<file path="src/hw/rtl/tfd_pkg.sv">
`default_nettype none
// ----------------------------------------------------------------------------
// tfd_pkg
// Types and constants shared by the telemetry frame deframer modules.
// ----------------------------------------------------------------------------
package tfd_pkg;

    // Configuration register indexes
    localparam int CFG_IDX_W = 2;
    localparam logic [CFG_IDX_W-1:0] CFG_HEADER_VALUE = 2'd0;
    localparam logic [CFG_IDX_W-1:0] CFG_STOP_CODE    = 2'd1;

    localparam logic [7:0] HEADER_RESET    = 8'd253;
    localparam logic [7:0] STOP_CODE_RESET = 8'd20;

    // Payload positions of the frame descriptor bytes
    localparam int POS_TYPE    = 0;
    localparam int POS_COMMAND = 1;
    localparam int POS_SIZE_HI = 2;
    localparam int POS_SIZE_LO = 3;

    // Telemetry fields sit back to back from byte 6 through byte 35.
    localparam int FIELD_ADDR_W = 6;
    localparam logic [FIELD_ADDR_W-1:0] FIRST_FIELD_ADDR = 6'd6;

    localparam logic [3:0] FIELD_LAT  = 4'd9;
    localparam logic [3:0] FIELD_LON  = 4'd10;
    localparam logic [3:0] LAST_FIELD = 4'd12;

    localparam int TDATA_W = 72;

    // One good frame handed from the front to the back.
    typedef struct packed {
        logic        bank;
        logic        stop;
        logic [7:0]  frame_type;
        logic [7:0]  frame_command;
        logic [15:0] frame_size;
    } job_t;

    typedef enum logic [2:0] {
        BK_IDLE,
        BK_READ,
        BK_ACC,
        BK_OUT,
        BK_STOP
    } back_state_t;

    // Number of bytes of a field, minus one.
    function automatic logic [1:0] field_last_byte(input logic [3:0] k);
        logic [1:0] n;
        case (k)
            FIELD_LAT, FIELD_LON: n = 2'd3;
            default:              n = 2'd1;
        endcase
        return n;
    endfunction

endpackage
`default_nettype wire

</file>
<file path="src/hw/rtl/telemetry_frame_deframer.sv">
`default_nettype none
// ----------------------------------------------------------------------------
// telemetry_frame_deframer
// Header-framed telemetry deframer with an XOR checksum.
// ----------------------------------------------------------------------------
// Received bytes enter one word per cycle on the s_ stream. After the header
// byte, PAYLOAD_BYTES payload bytes are collected into one of two buffer
// banks; the last is the checksum, the XOR of the header and all payload
// bytes before it. Failing frames are dropped. A good frame yields 13 result
// words on the m_ stream (or one stop word, after which all input is dropped
// until reset). The input side takes a byte every cycle; it stalls only on a
// payload byte while both banks hold frames that are still being emitted.
// The result sequencer reads each field byte from the buffer in a read state
// and an accumulate state, emits each result word from an output state and
// passes through an idle state per frame. If 46-byte frames arrive no faster
// than the sequencer drains them, the input waits only when results are held back.
// Configuration words may be written at any time and take effect at once.
module telemetry_frame_deframer #(
    parameter int PAYLOAD_BYTES = 45
) (
    input  wire logic                          aclk,
    input  wire logic                          aresetn,
    input  wire logic                          cfg_valid,
    output logic                               cfg_ready,
    input  wire logic [tfd_pkg::CFG_IDX_W-1:0] cfg_index,
    input  wire logic [7:0]                    cfg_data,
    input  wire logic                          s_tvalid,
    output logic                               s_tready,
    input  wire logic [7:0]                    s_tdata,  // [7:0] rx_byte
    output logic                               m_tvalid,
    input  wire logic                          m_tready,
    // [3:0] field_index, [35:4] field_value, [43:36] frame_type,
    // [51:44] frame_command, [67:52] frame_size, [71:68] zero
    output logic [tfd_pkg::TDATA_W-1:0]        m_tdata,
    output logic                               m_tuser,  // [0] is_stop
    output logic                               m_tlast
);
    import tfd_pkg::*;

    localparam int CNT_W = $clog2(PAYLOAD_BYTES);

    logic             q_full, q_empty, q_push, q_pop;
    job_t             q_job, q_head;
    logic             wr_en, wr_bank;
    logic [CNT_W-1:0] wr_addr;
    logic [7:0]       wr_data;

    assign cfg_ready = 1'b1;

    tfd_front #(.PAYLOAD_BYTES(PAYLOAD_BYTES)) u_front (
        .aclk      (aclk),
        .aresetn   (aresetn),
        .cfg_valid (cfg_valid),
        .cfg_index (cfg_index),
        .cfg_data  (cfg_data),
        .s_tvalid  (s_tvalid),
        .s_tready  (s_tready),
        .s_tdata   (s_tdata),
        .q_full    (q_full),
        .q_push    (q_push),
        .q_job     (q_job),
        .wr_en     (wr_en),
        .wr_bank   (wr_bank),
        .wr_addr   (wr_addr),
        .wr_data   (wr_data)
    );

    tfd_queue u_queue (
        .aclk     (aclk),
        .aresetn  (aresetn),
        .push     (q_push),
        .push_job (q_job),
        .pop      (q_pop),
        .full     (q_full),
        .empty    (q_empty),
        .head     (q_head)
    );

    tfd_back #(.PAYLOAD_BYTES(PAYLOAD_BYTES)) u_back (
        .aclk     (aclk),
        .aresetn  (aresetn),
        .wr_en    (wr_en),
        .wr_bank  (wr_bank),
        .wr_addr  (wr_addr),
        .wr_data  (wr_data),
        .q_empty  (q_empty),
        .q_head   (q_head),
        .q_pop    (q_pop),
        .m_tvalid (m_tvalid),
        .m_tready (m_tready),
        .m_tdata  (m_tdata),
        .m_tuser  (m_tuser),
        .m_tlast  (m_tlast)
    );

endmodule
`default_nettype wire

</file>
<file path="src/hw/rtl/tfd_front.sv">
`default_nettype none
// ----------------------------------------------------------------------------
// tfd_front
// Header hunt, payload capture, checksum check and stop detection.
// ----------------------------------------------------------------------------
module tfd_front #(
    parameter int PAYLOAD_BYTES = 45
) (
    input  wire logic                         aclk,
    input  wire logic                         aresetn,
    input  wire logic                         cfg_valid,
    input  wire logic [tfd_pkg::CFG_IDX_W-1:0] cfg_index,
    input  wire logic [7:0]                   cfg_data,
    input  wire logic                         s_tvalid,
    output logic                              s_tready,
    input  wire logic [7:0]                   s_tdata,
    input  wire logic                         q_full,
    output logic                              q_push,
    output tfd_pkg::job_t                     q_job,
    output logic                              wr_en,
    output logic                              wr_bank,
    output logic [$clog2(PAYLOAD_BYTES)-1:0]  wr_addr,
    output logic [7:0]                        wr_data
);
    import tfd_pkg::*;

    localparam int CNT_W = $clog2(PAYLOAD_BYTES);
    localparam logic [CNT_W-1:0] LAST_POS = CNT_W'(PAYLOAD_BYTES - 1);

    logic [7:0]       header_reg, stop_code_reg;
    logic             collecting_reg, collecting_next;
    logic [CNT_W-1:0] count_reg, count_next;
    logic [7:0]       xor_reg, xor_next;
    logic             bank_reg, bank_next;
    logic             halted_reg, halted_next;
    logic [7:0]       type_reg, type_next;
    logic [7:0]       cmd_reg, cmd_next;
    logic [15:0]      size_reg, size_next;
    logic             accept;

    // A payload word may only be taken while a buffer bank is free.
    assign s_tready = halted_reg || !collecting_reg || !q_full;
    assign accept   = s_tvalid && s_tready;

    always_ff @(posedge aclk) begin
        if (!aresetn) begin
            header_reg    <= HEADER_RESET;
            stop_code_reg <= STOP_CODE_RESET;
        end else if (cfg_valid) begin
            case (cfg_index)
                CFG_HEADER_VALUE: header_reg    <= cfg_data;
                CFG_STOP_CODE:    stop_code_reg <= cfg_data;
                default:          ;
            endcase
        end
    end

    always_comb begin
        collecting_next = collecting_reg;
        count_next      = count_reg;
        xor_next        = xor_reg;
        bank_next       = bank_reg;
        halted_next     = halted_reg;
        type_next       = type_reg;
        cmd_next        = cmd_reg;
        size_next       = size_reg;
        q_push          = 1'b0;
        wr_en           = 1'b0;
        wr_bank         = bank_reg;
        wr_addr         = count_reg;
        wr_data         = s_tdata;
        q_job.bank          = bank_reg;
        q_job.stop          = (cmd_reg == stop_code_reg);
        q_job.frame_type    = type_reg;
        q_job.frame_command = cmd_reg;
        q_job.frame_size    = size_reg;

        if (accept && !halted_reg) begin
            if (!collecting_reg) begin
                if (s_tdata == header_reg) begin
                    collecting_next = 1'b1;
                    count_next      = '0;
                    xor_next        = s_tdata;
                end
            end else begin
                wr_en = 1'b1;
                case (count_reg)
                    CNT_W'(POS_TYPE):    type_next        = s_tdata;
                    CNT_W'(POS_COMMAND): cmd_next         = s_tdata;
                    CNT_W'(POS_SIZE_HI): size_next[15:8]  = s_tdata;
                    CNT_W'(POS_SIZE_LO): size_next[7:0]   = s_tdata;
                    default:             ;
                endcase
                if (count_reg != LAST_POS) begin
                    xor_next   = xor_reg ^ s_tdata;
                    count_next = count_reg + 1'b1;
                end else begin
                    // Checksum word: a mismatch drops the frame without a trace.
                    collecting_next = 1'b0;
                    count_next      = '0;
                    if (s_tdata == xor_reg) begin
                        q_push    = 1'b1;
                        bank_next = !bank_reg;
                        if (cmd_reg == stop_code_reg) begin
                            halted_next = 1'b1;
                        end
                    end
                end
            end
        end
    end

    always_ff @(posedge aclk) begin
        if (!aresetn) begin
            collecting_reg <= 1'b0;
            count_reg      <= '0;
            xor_reg        <= '0;
            bank_reg       <= 1'b0;
            halted_reg     <= 1'b0;
        end else begin
            collecting_reg <= collecting_next;
            count_reg      <= count_next;
            xor_reg        <= xor_next;
            bank_reg       <= bank_next;
            halted_reg     <= halted_next;
        end
    end

    always_ff @(posedge aclk) begin
        type_reg <= type_next;
        cmd_reg  <= cmd_next;
        size_reg <= size_next;
    end

endmodule
`default_nettype wire

</file>
<file path="src/hw/rtl/tfd_queue.sv">
`default_nettype none
// ----------------------------------------------------------------------------
// tfd_queue
// Two-entry queue of good frames between the front and the back.
// ----------------------------------------------------------------------------
module tfd_queue (
    input  wire logic          aclk,
    input  wire logic          aresetn,
    input  wire logic          push,
    input  tfd_pkg::job_t      push_job,
    input  wire logic          pop,
    output logic               full,
    output logic               empty,
    output tfd_pkg::job_t      head
);
    import tfd_pkg::*;

    job_t       entry_reg [2];
    logic       wr_ptr_reg, rd_ptr_reg;
    logic [1:0] count_reg;
    logic       do_push, do_pop;

    assign full    = (count_reg == 2'd2);
    assign empty   = (count_reg == 2'd0);
    assign head    = entry_reg[rd_ptr_reg];
    assign do_push = push && !full;
    assign do_pop  = pop && !empty;

    always_ff @(posedge aclk) begin
        if (do_push) begin
            entry_reg[wr_ptr_reg] <= push_job;
        end
    end

    always_ff @(posedge aclk) begin
        if (!aresetn) begin
            wr_ptr_reg <= 1'b0;
            rd_ptr_reg <= 1'b0;
            count_reg  <= 2'd0;
        end else begin
            if (do_push) begin
                wr_ptr_reg <= !wr_ptr_reg;
            end
            if (do_pop) begin
                rd_ptr_reg <= !rd_ptr_reg;
            end
            count_reg <= count_reg + {1'b0, do_push} - {1'b0, do_pop};
        end
    end

endmodule
`default_nettype wire

</file>
<file path="src/hw/rtl/tfd_back.sv">
`default_nettype none
// ----------------------------------------------------------------------------
// tfd_back
// Payload buffer and result sequencer: reads the field bytes of a good frame
// and emits one result word per field, or a single stop result.
// ----------------------------------------------------------------------------
module tfd_back #(
    parameter int PAYLOAD_BYTES = 45
) (
    input  wire logic                        aclk,
    input  wire logic                        aresetn,
    input  wire logic                        wr_en,
    input  wire logic                        wr_bank,
    input  wire logic [$clog2(PAYLOAD_BYTES)-1:0] wr_addr,
    input  wire logic [7:0]                  wr_data,
    input  wire logic                        q_empty,
    input  tfd_pkg::job_t                    q_head,
    output logic                             q_pop,
    output logic                             m_tvalid,
    input  wire logic                        m_tready,
    output logic [tfd_pkg::TDATA_W-1:0]      m_tdata,
    output logic                             m_tuser,
    output logic                             m_tlast
);
    import tfd_pkg::*;

    localparam int MEM_DEPTH = 2 * PAYLOAD_BYTES;
    localparam int MEM_AW    = $clog2(MEM_DEPTH);

    // Two banks: the front fills one while the back drains the other.
    logic [7:0] mem [MEM_DEPTH];
    logic [7:0] rd_data_reg;
    logic [MEM_AW-1:0] wr_mem_addr, rd_mem_addr;

    back_state_t state_reg, state_next;
    logic [FIELD_ADDR_W-1:0] addr_reg, addr_next;
    logic [3:0]  field_reg, field_next;
    logic [1:0]  byte_reg, byte_next;
    logic [31:0] acc_reg, acc_next;
    logic        out_free, load_out;
    logic        valid_reg, valid_next;
    logic [3:0]  idx_reg, idx_next;
    logic [31:0] value_reg, value_next;
    logic        stop_reg, stop_next, last_reg, last_next;
    logic [7:0]  type_reg, cmd_reg;
    logic [15:0] size_reg;

    assign wr_mem_addr = wr_bank ? MEM_AW'(wr_addr) + MEM_AW'(PAYLOAD_BYTES)
                                 : MEM_AW'(wr_addr);
    assign rd_mem_addr = q_head.bank ? MEM_AW'(addr_reg) + MEM_AW'(PAYLOAD_BYTES)
                                     : MEM_AW'(addr_reg);

    always_ff @(posedge aclk) begin
        if (wr_en) begin
            mem[wr_mem_addr] <= wr_data;
        end
        rd_data_reg <= mem[rd_mem_addr];
    end

    assign out_free = !valid_reg || m_tready;

    // Next state
    always_comb begin
        state_next = state_reg;
        case (state_reg)
            BK_IDLE: begin
                if (!q_empty) begin
                    state_next = q_head.stop ? BK_STOP : BK_READ;
                end
            end
            BK_READ: state_next = BK_ACC;
            BK_ACC: begin
                state_next = (byte_reg == field_last_byte(field_reg)) ? BK_OUT : BK_READ;
            end
            BK_OUT: begin
                if (out_free) begin
                    state_next = (field_reg == LAST_FIELD) ? BK_IDLE : BK_READ;
                end
            end
            BK_STOP: begin
                if (out_free) begin
                    state_next = BK_IDLE;
                end
            end
            default: state_next = BK_IDLE;
        endcase
    end

    // Datapath and outputs
    always_comb begin
        addr_next  = addr_reg;
        field_next = field_reg;
        byte_next  = byte_reg;
        acc_next   = acc_reg;
        q_pop      = 1'b0;
        load_out   = 1'b0;
        idx_next   = field_reg;
        value_next = acc_reg;
        stop_next  = 1'b0;
        last_next  = (field_reg == LAST_FIELD);
        valid_next = valid_reg && !m_tready;

        case (state_reg)
            BK_IDLE: begin
                addr_next  = FIRST_FIELD_ADDR;
                field_next = '0;
                byte_next  = '0;
            end
            BK_READ: ;
            BK_ACC: begin
                acc_next  = {acc_reg[23:0], rd_data_reg};
                addr_next = addr_reg + 1'b1;
                byte_next = byte_reg + 1'b1;
            end
            BK_OUT: begin
                if (out_free) begin
                    load_out   = 1'b1;
                    valid_next = 1'b1;
                    if (field_last_byte(field_reg) == 2'd1) begin
                        value_next = {{16{acc_reg[15]}}, acc_reg[15:0]};
                    end
                    byte_next  = '0;
                    field_next = field_reg + 1'b1;
                    q_pop      = (field_reg == LAST_FIELD);
                end
            end
            BK_STOP: begin
                if (out_free) begin
                    load_out   = 1'b1;
                    valid_next = 1'b1;
                    idx_next   = '0;
                    value_next = '0;
                    stop_next  = 1'b1;
                    last_next  = 1'b1;
                    q_pop      = 1'b1;
                end
            end
            default: ;
        endcase
    end

    always_ff @(posedge aclk) begin
        if (!aresetn) begin
            state_reg <= BK_IDLE;
            valid_reg <= 1'b0;
        end else begin
            state_reg <= state_next;
            valid_reg <= valid_next;
        end
    end

    always_ff @(posedge aclk) begin
        addr_reg  <= addr_next;
        field_reg <= field_next;
        byte_reg  <= byte_next;
        acc_reg   <= acc_next;
        if (load_out) begin
            idx_reg   <= idx_next;
            value_reg <= value_next;
            stop_reg  <= stop_next;
            last_reg  <= last_next;
            type_reg  <= q_head.frame_type;
            cmd_reg   <= q_head.frame_command;
            size_reg  <= q_head.frame_size;
        end
    end

    assign m_tvalid = valid_reg;
    assign m_tdata  = {4'd0, size_reg, cmd_reg, type_reg, value_reg, idx_reg};
    assign m_tuser  = stop_reg;
    assign m_tlast  = last_reg;

endmodule
`default_nettype wire

</file>
<file path="config.mk">
export PLATFORM = sky130hd
export DESIGN_NAME = telemetry_frame_deframer
export DESIGN_NICKNAME = d
export VERILOG_FILES = /design/src/hw/rtl/tfd_pkg.sv /design/src/hw/rtl/telemetry_frame_deframer.sv /design/src/hw/rtl/tfd_front.sv /design/src/hw/rtl/tfd_queue.sv /design/src/hw/rtl/tfd_back.sv
export SDC_FILE = /design/constraint.sdc
export NUM_CORES = 1
export LEC_CHECK = 0
export ABC_AREA = 1
export ABC_CLOCK_PERIOD_IN_PS = 5680
export BUFFER_PORTS_ARGS = -buffer_cell sky130_fd_sc_hd__buf_2
export CELL_PAD_IN_SITES_DETAIL_PLACEMENT = 1
export CELL_PAD_IN_SITES_GLOBAL_PLACEMENT = 2
export CORE_MARGIN = 2
export CORE_UTILIZATION = 43
export CTS_CLUSTER_DIAMETER = 120
export CTS_CLUSTER_SIZE = 20
export DETAILED_ROUTE_END_ITERATION = 12
export PLACE_DENSITY_LB_ADDON = 0.1
export SLEW_MARGIN = 25
export SYNTH_ARGS = -nofsm -noshare
export SYNTH_HDL_FRONTEND = slang
export SYNTH_HIERARCHICAL = 1
export SYNTH_SLANG_ARGS = --single-unit
</file>
<file path="constraint.sdc">
create_clock -name aclk -period 5.68 [get_ports aclk]
set_input_delay 0.568 -clock aclk [delete_from_list [all_inputs] [get_ports aclk]]
set_output_delay 0.568 -clock aclk [all_outputs]
set_load 0.05 [all_outputs]
</file>
After elaboration in Yosys (flattened, before gate mapping)
Memory sizes are Yosys's and may differ from the RTL's. A register that Yosys moved wholly into a read port is not among the register bits.
Index checks and enable logic that the tools add are counted.

storage, ports and cells
  bits in read-only memories = 0
  memories kept = 2
  register bits after elaboration = 187
  output and inout bits = 77
  bits in latches = 0
  bits in writable memories = 788

cells by class
  magnitude comparators = 0
  equality and inequality tests = 22
  muxes and demuxes = 53
  shifts and indexed selects = 0
  bitwise gates (word level) = 2
  div/mod/pow operators = 0
  multipliers = 0
  add/subtract/negate cells = 8
  reduce and logical (&&, ||, !) cells = 40

memory list
  memory             depth  width  rd ports  clocked after Yosys merged registers in  write ports  line             RTL
  u_back.mem         90     8      1         1                                        1            tfd_back.sv:31   logic [7:0] mem [MEM_DEPTH];
  u_queue.entry_reg  2      34     1         1                                        1            tfd_queue.sv:18  job_t entry_reg [2];

operator list
  operator               number
  $mux W32               3
  $pmux W32 S2           1
  $eq A8 B8 Y1           3
  $mux W8                3
  $mux W1                23
  $mux W6                3
  $reduce_and A3 Y1      6
  $pmux W3 S5            1
  $add A6 B6 Y7 const B  2
  $mux W7                2
  $add A6 B1 Y6 const B  2
  $eq A4 B4 Y1 const B   3
  $eq A6 B2 Y1 const B   2
  $mux W2                6
  $mux W3                4
  $mux W4                3
  $pmux W6 S2            1
  $reduce_and A2 Y1      5
  $logic_not A1 Y1       9
  $pmux W4 S2            1
  $xor A8 B8 Y8          1
  $eq A3 B2 Y1 const B   2
  $eq A6 B1 Y1 const B   1
  $logic_not A6 Y1       1
  other kinds (24)       37

Depth between registers and ports, before layout
Gate-level depths: netlist of the first run.

  depth after elaboration = 9
  gate-level depth with buffers = 17
  gate-level depth less buffers = 17

Cells and area by module
Netlist of the first run, hierarchy kept.

by module, submodules not included
  module                    area each (um2)  instances  cells each
  tfd_back                  35988.3          1          3269
  tfd_front                 2891.5           1          323
  tfd_queue                 2856.5           1          144
  telemetry_frame_deframer  11.3             1          2

Worst setup path before layout of the first run
No wires, ideal clock.

  path kind = register to register
  start = register u_back.state_reg[2]
  end = register u_back.value_reg[17], data pin
  cell stages (with the launch flop) = 8
  period minus slack after synthesis = 3.520 ns
  path buffers = 1
  slack = 2.160 ns
  data arrival time = 3.155 ns
  required time = 5.315 ns
  cells stage by stage = dfxtp_1 -> inv_1 -> nand2_1 -> nor2_1 -> nor2_1 -> nor2_1 -> clkbuf_1 -> o21ai_0

between the ends
  word-level cells in the longest chain between the ends = 2
  elaborated cells on any way between the ends = 3
  classes of those cells = eq/ne: 2; mux: 1

ends and longest elaborated chain
  element                                       line             RTL
  from (decl)                                   tfd_back.sv:35   back_state_t state_reg, state_next;
  from (signal assigned)                        tfd_back.sv:147  state_reg <= state_next;
  $eq A3 B3 Y1 or $eq A3 B2 Y1 (tied branches)  tfd_back.sv:103  case (state_reg)
  $pmux W32 S2 (*)                              tfd_back.sv:103
  named net u_back.value_next[17]               tfd_back.sv:43   logic [31:0] value_reg, value_next;
  to (signal assigned)                          tfd_back.sv:159  value_reg <= value_next;
  to (decl)                                     tfd_back.sv:43

The timed path passes the listed nets; every way through them passes the cells marked *.
A chain may end at the register's enable or synchronous reset.

==> results.py, run 1 <==
metrics = {
    "run_status": {
        "status": "finished, final reports clean",
    },
    "clocking": {
        "cts.sinks": 984,
        "cts_buffers": 55,
        "cts_resized": 0,
        "cts_tree": "built",
        "holdBufCountCts": 0,
        "clk_pin_slew_worst_paths_ns": 0.09,
        "htreeDepth": 2,
        "post_cts_buffers": 0,
        "cts_root_buf": "clkbuf_16",
        "cts_buffer_depth": 3,
        "worstSkewPairLatency_ns": 0.71,
    },
    "place": {
        "io_buffers": 94,
        "dpl-instance-area_um2": 43500,
        "hpwl_mm": 71.1,
        "place_ws_ns": 1.72,
        "place_congestion": 0.834,
    },
    "sta": {
        "final-setup-viol-count": 0,
        "min_period_over_period_pct": 70.3,
        "worst_pin_slew_ns": 1.04,
        "grt_setup_unrepaired": "false",
        "slew_violations": 0,
        "fmax_ghz": 0.250,
        "relSlewSlack_pct": 30.6,
        "fin_skew_ns": 0.0471,
        "layout_setup_ws_ns": 1.69,
        "hold_viol_final": 0,
        "fin_hold_ws_ns": 0.0804,
        "final.min_clock_period_ns": 3.99,
        "finalSetupTns_ns": 0,
    },
    "global_routing": {
        "grt_util_all_layers_pct": 23.6,
        "grt_pass1_wl_mm": 176,
        "overflow": 0,
        "grt_pass1_vias": 27800,
        "grt_max_degree": 136,
        "grt_antenna_before_repair": 3,
    },
    "floorplan": {
        "placementRows": 114,
        "dieArea_um2": 99600,
        "die_w_um": 316,
        "coreArea_um2": 96400,
        "die_h_um": 316,
        "start_util_pct": 43.3,
        "io_pins": 100,
    },
    "logic_synthesis": {
        "yosysWarnings": 6,
        "synthesis.area_um2": 41700,
        "synth_area_leaders": "edfxtp_1 (67%), nand3_1 (7.4%), nand2_1 (6.6%), inv_1 (5.6%), dfxtp_1 (2.4%)",
        "synth_top_area_cell": "edfxtp_1",
        "synth.most_common_cell": "edfxtp_1",
        "syn_avg_cell_area_um2": 11.2,
        "synth.distinct_cells": 44,
        "synth_seq_cells": 984,
        "ys_top_cells_by_count": "edfxtp_1 (934), nand2_1 (729), inv_1 (626)",
        "syn_inst": 3738,
        "synth_edf_count": 934,
        "ys_seq_area_share_pct": 69.6,
        "yosysTopAreaCellShare_pct": 67.2,
        "async_reset_ff_share_pct": 0,
        "synth_ff_type": "edfxtp_1",
    },
    "min_path": {
        "min_from": "cfg_data[5]",
        "worst_hold_path_type": "in2reg",
    },
    "cells_and_area": {
        "syn_to_final_growth_pct": 8.04,
        "fin_util_pct": 46.8,
        "layout.nets": 3788,
        "multi_input_area_um2": 9470,
        "drive_above_1_share_pct": 7.50,
        "largest_reg_flops": 720,
        "regArea_um2": 29000,
        "stdcell_area_um2": 45100,
        "final.fill_count": 10300,
    },
    "power_and_ir_drop": {
        "leakage_nw": 17.5,
        "peakVddDrop_mv": 0.224,
        "pwr_density_cell_nw_per_um2": 273,
    },
    "route": {
        "drt-total-wl_mm": 118,
        "met2_wirelength_mm": 58.0,
        "drtAntennaViolNets": 0,
        "wl_per_cell_um": 23.2,
        "drcViolationCount": 0,
        "drt_iter0_drc": 2131,
        "wirelength_met1_mm": 52.2,
        "route.met3.wl_mm": 4.67,
        "top_layer": "met5",
        "num_vias": 27000,
        "dr.pass1.iters": 5,
        "vias_per_cell": 5.32,
    },
    "worst_setup_path": {
        "worst_ep_required_time_ns": 6.28,
        "startpoint_type": "register",
        "end_kind": "register",
        "crit_fanout": 104,
        "path_cells": "mux2_2, inv_2, nand2_1, nand2_4, buf_12, nand2_1, nand3_1, nand3_1, nand3_1, nand3_1, nand3_1, nand2_1, nand2_1, nand2_1",
        "cpPeakStageDelay_ns": 0.70,
        "cp.arrival_ns": 4.59,
        "criticalPathCategory": "reg2reg",
        "slowest_stage": "nand2_4",
    },
    "flow_run": {
        "cap_violations": 0,
    },
}
-- where the power goes --
part           switching (mW)  internal, mW
logic                   0.156        0.0245
registers             0.00486          7.90
clock network            2.39          1.84
-- per-stage QoR --
step | cells | total power [mW]
after floorplan | 3741 | 8.16
after global placement | 4972 | 8.25
after detailed placement | 4972 | 8.26
after CTS | 5065 | 12.5
after global routing | 5065 | 12.7
final | 5066 | 12.3
-- placed cells by master, fill, tap and decap left out, drive strengths merged, types with 2 or more instances in the layout --
cell / instances
clkbuf: 88
inv: 628
nor3b: 4
nand3b: 8
mux2: 34
or2: 11
xnor2: 14
o211ai: 69
nand2: 733
edfxtp: 934
nor3: 2
buf: 147
nand3: 624
nor2: 213
dfxtp: 50
o21bai: 14
xor2: 12
o21ai: 148
conb: 5
clkinv: 8
ha: 12
nand4: 3
a21oi: 22
-- per-layer routing --
metal  GRT usage (%)  up-vias
met5               0        -
met4            6.27        2
met3            2.35      143
met2            40.6      529
met1            32.1    13800
li1                -    12500
-- logic make-up (layout without fill, tap and decap cells) --
kind of cell	after synthesis	in the layout	synth area share [%]
and+or+nand+nor	1598	1598	16.6
DFF	984	984	69.6
buffers and inverters	823	871	8.04
AOI/OAI and AO/OA	259	259	3.64
muxes	34	34	1.19
xor gates and xnor gates	26	26	0.590
adders and majority gates	12	12	0.360
other	2	6	0.0180
-- area by class of cell --
class,count,area share [%]
multi-input combinational,1934,21.0
timing repair buffer,147,2.27
inverter,631,5.25
tap,1276,3.54
antenna,1,0.00555
clock buffer,88,3.33
sequential,984,64.4
clock inverter,5,0.216
-- critical path: cells and delay by family (launching register included) --
kind	cells	cell delay, ns
muxes	1	0.46
buffers and inverters	2	0.64
DFF	1	0.34
and+or+nand+nor	11	2.26
-- path summary, 6_finish.rpt --
path                                    to  slack, ns  depth (start not counted)
setup reg to reg     u_back/rd_data_reg[3]       1.69                         14
setup / recovery     u_back/rd_data_reg[3]       1.69                         14
hold / removal       u_front/header_reg[5]       0.08                          3
hold reg to reg   u_queue/entry_reg[1][14]       0.45                          0
Power figures use the tool's default switching activity.
==> run 2: changes to the inputs <==
--- a/config.mk
+++ b/config.mk
@@ -6,7 +6,7 @@
 export NUM_CORES = 1
 export LEC_CHECK = 0
 export ABC_AREA = 1
-export ABC_CLOCK_PERIOD_IN_PS = 5680
+export ABC_CLOCK_PERIOD_IN_PS = 4100
 export BUFFER_PORTS_ARGS = -buffer_cell sky130_fd_sc_hd__buf_2
 export CELL_PAD_IN_SITES_DETAIL_PLACEMENT = 1
 export CELL_PAD_IN_SITES_GLOBAL_PLACEMENT = 2
==> constraint.sdc (replaced) <==
create_clock -name aclk -period 4.1 [get_ports aclk]
set_input_delay 0.41 -clock aclk [delete_from_list [all_inputs] [get_ports aclk]]
set_output_delay 0.41 -clock aclk [all_outputs]
set_load 0.05 [all_outputs]
==> results.py, run 2 (same netlist as run 1, synthesis figures left out) <==
metrics = {
    "power_and_ir_drop": {
        "p_int_mw": 13.6,
        "leakage_nw": 18.0,
        "p_switching_mw": 3.47,
        "pwr_density_cell_nw_per_um2": 371,
        "combPwrFrac_pct": 1.6,
        "swShare_pct": 20.4,
        "p_clk_share_pct": 34.1,
        "seq_power_share_pct": 64.3,
        "peakVddDrop_mv": 0.398,
        "finalPower_mw": 17.0,
    },
    "clocking": {
        "clk_pin_slew_worst_paths_ns": 0.09,
        "htreeDepth": 2,
        "cts.sinks": 984,
        "cts_resized": 0,
        "cts_tree": "built",
        "cts_buffer_depth": 3,
        "cts_buffers": 55,
        "worstSkewPairLatency_ns": 0.68,
        "cts_root_buf": "clkbuf_16",
    },
    "cells_and_area": {
        "syn_to_final_growth_pct": 9.85,
        "mostFrequentLayoutCell": "edfxtp_1",
        "final.fill_count": 10400,
        "fin_util_pct": 47.6,
        "largest_reg_flops": 720,
        "final_cell_mix": "edfxtp_1 (934), nand2_1 (724), inv_1 (626), nand3_1 (621), nor2_1 (208)",
        "drive_above_1_share_pct": 9.55,
        "num_antenna_cells": 0,
        "layout.nets": 3884,
        "stdcell_area_um2": 45900,
    },
    "floorplan": {
        "die_h_um": 316,
        "dieArea_um2": 99600,
        "die_w_um": 316,
        "io_pins": 100,
        "coreArea_um2": 96400,
        "start_util_pct": 43.3,
        "placementRows": 114,
    },
    "worst_setup_path": {
        "reg2regPathDepth": 13,
        "startpoint_type": "register",
        "cp.arrival_ns": 4.30,
        "end_kind": "register",
        "worst_ep_required_time_ns": 4.71,
        "crit_fanout": 83,
        "criticalPathCategory": "reg2reg",
    },
    "route": {
        "top_layer": "met5",
        "drt-total-wl_mm": 122,
        "drtAntennaViolNets": 0,
        "route.met3.wl_mm": 5.27,
        "dr.pass1.iters": 5,
        "vias_per_cell": 5.34,
        "wl_per_cell_um": 23.6,
        "drcViolationCount": 0,
        "drt_iter0_drc": 2377,
        "wirelength_met1_mm": 55.7,
        "num_vias": 27500,
        "met2_wirelength_mm": 58.6,
    },
    "sta": {
        "grt_setup_unrepaired": "false",
        "fin_hold_ws_ns": 0.164,
        "relSlewSlack_pct": 31.6,
        "finalSetupTns_ns": 0,
        "final-setup-viol-count": 0,
        "worst_pin_slew_ns": 1.03,
        "fmax_ghz": 0.271,
        "slew_violations": 0,
        "final.min_clock_period_ns": 3.68,
        "hold_viol_final": 0,
        "fin_skew_ns": 0.0248,
        "min_period_over_period_pct": 89.9,
    },
    "global_routing": {
        "grt_antenna_before_repair": 6,
        "overflow": 0,
        "grt_pass1_vias": 28300,
        "grt_max_degree": 132,
        "grt_pass1_wl_mm": 182,
        "grt_util_all_layers_pct": 24.4,
    },
    "run_status": {
        "status": "finished, final reports clean",
    },
    "place": {
        "io_buffers": 94,
        "dpl-instance-area_um2": 44200,
        "hpwl_mm": 76.2,
        "place_congestion": 0.851,
    },
    "min_path": {
        "hold_depth": 4,
        "worst_hold_path_type": "in2reg",
    },
    "flow_run": {
        "cap_violations": 0,
    },
}
==> run 2: changes by cell type in the layout (fill, tap and decap cells not counted), sizes merged <==
cell,delta
dlygate4sd3,+8
clkinv,-5
buf,+88
clkbuf,+1
inv,+3
diode,-1
==> run 2: per-stage QoR <==
step / instances / worst slack (ns)
2_1_floorplan: 3741 / 0.580
3_3_place_gp: 5059 / 0.554
3_5_place_dp: 5059 / 0.455
4_1_cts: 5159 / 0.426
5_1_grt: 5160 / 0.230
6_report: 5160 / 0.415
==> run 2: critical path: stages (launching register included) <==
cell and delay, ns:
edfxtp_1 0.50, ha_1 0.33, inv_1 0.09, o21ai_4 0.77
buf_12 0.39, buf_4 0.31, nand3_1 0.12, nand3_1 0.10
nand3_1 0.14, nand3_1 0.35, nand3_1 0.22, nand2_1 0.12
nand2_1 0.05, nand2_1 0.07
==> run 2: final timing paths <==
kind	from	endpoint	slack (ns)
min	cfg_index[1]	u_front/stop_code_reg[4]	0.16
max reg2reg	u_back/addr_reg[1]	u_back/rd_data_reg[6]	0.42
max	u_back/addr_reg[1]	u_back/rd_data_reg[6]	0.42
min reg2reg	u_front/type_reg[4]	u_queue/entry_reg[1][28]	0.45
==> run 2: metal layers <==
metal	up-vias	GRT usage, %
met1	14200	34.8
met5	-	0
met2	603	40.7
li1	12600	-
met4	2	4.79
met3	124	2.76
==> run 2: cell type report <==
type	count	area, um2	area share [%]
Sequential cell	984	29000	63.3
Timing Repair Buffer	243	1820	3.98
Inverter	631	2370	5.16
Clock buffer	89	1530	3.33
Tap cell	1276	1600	3.48
Multi-Input combinational cell	1934	9450	20.6
Clock inverter	3	41.3	0.0900
==> run 2: power by group through the flow <==
stage	clock [mW]	sequential, mW	combinational [mW]
final	5.81	11.0	0.266
after CTS	5.99	11.0	0.274
after global routing	6.29	11.0	0.292
after detailed placement	0	11.2	0.268
after floorplan	0	11.2	0.116
after global placement	0	11.2	0.260
==> run 2: timing repair <==
action,in CTS,in global routing
endpoints found under the hold margin,14,0
buffers inserted,0,0
hold buffers,8,0
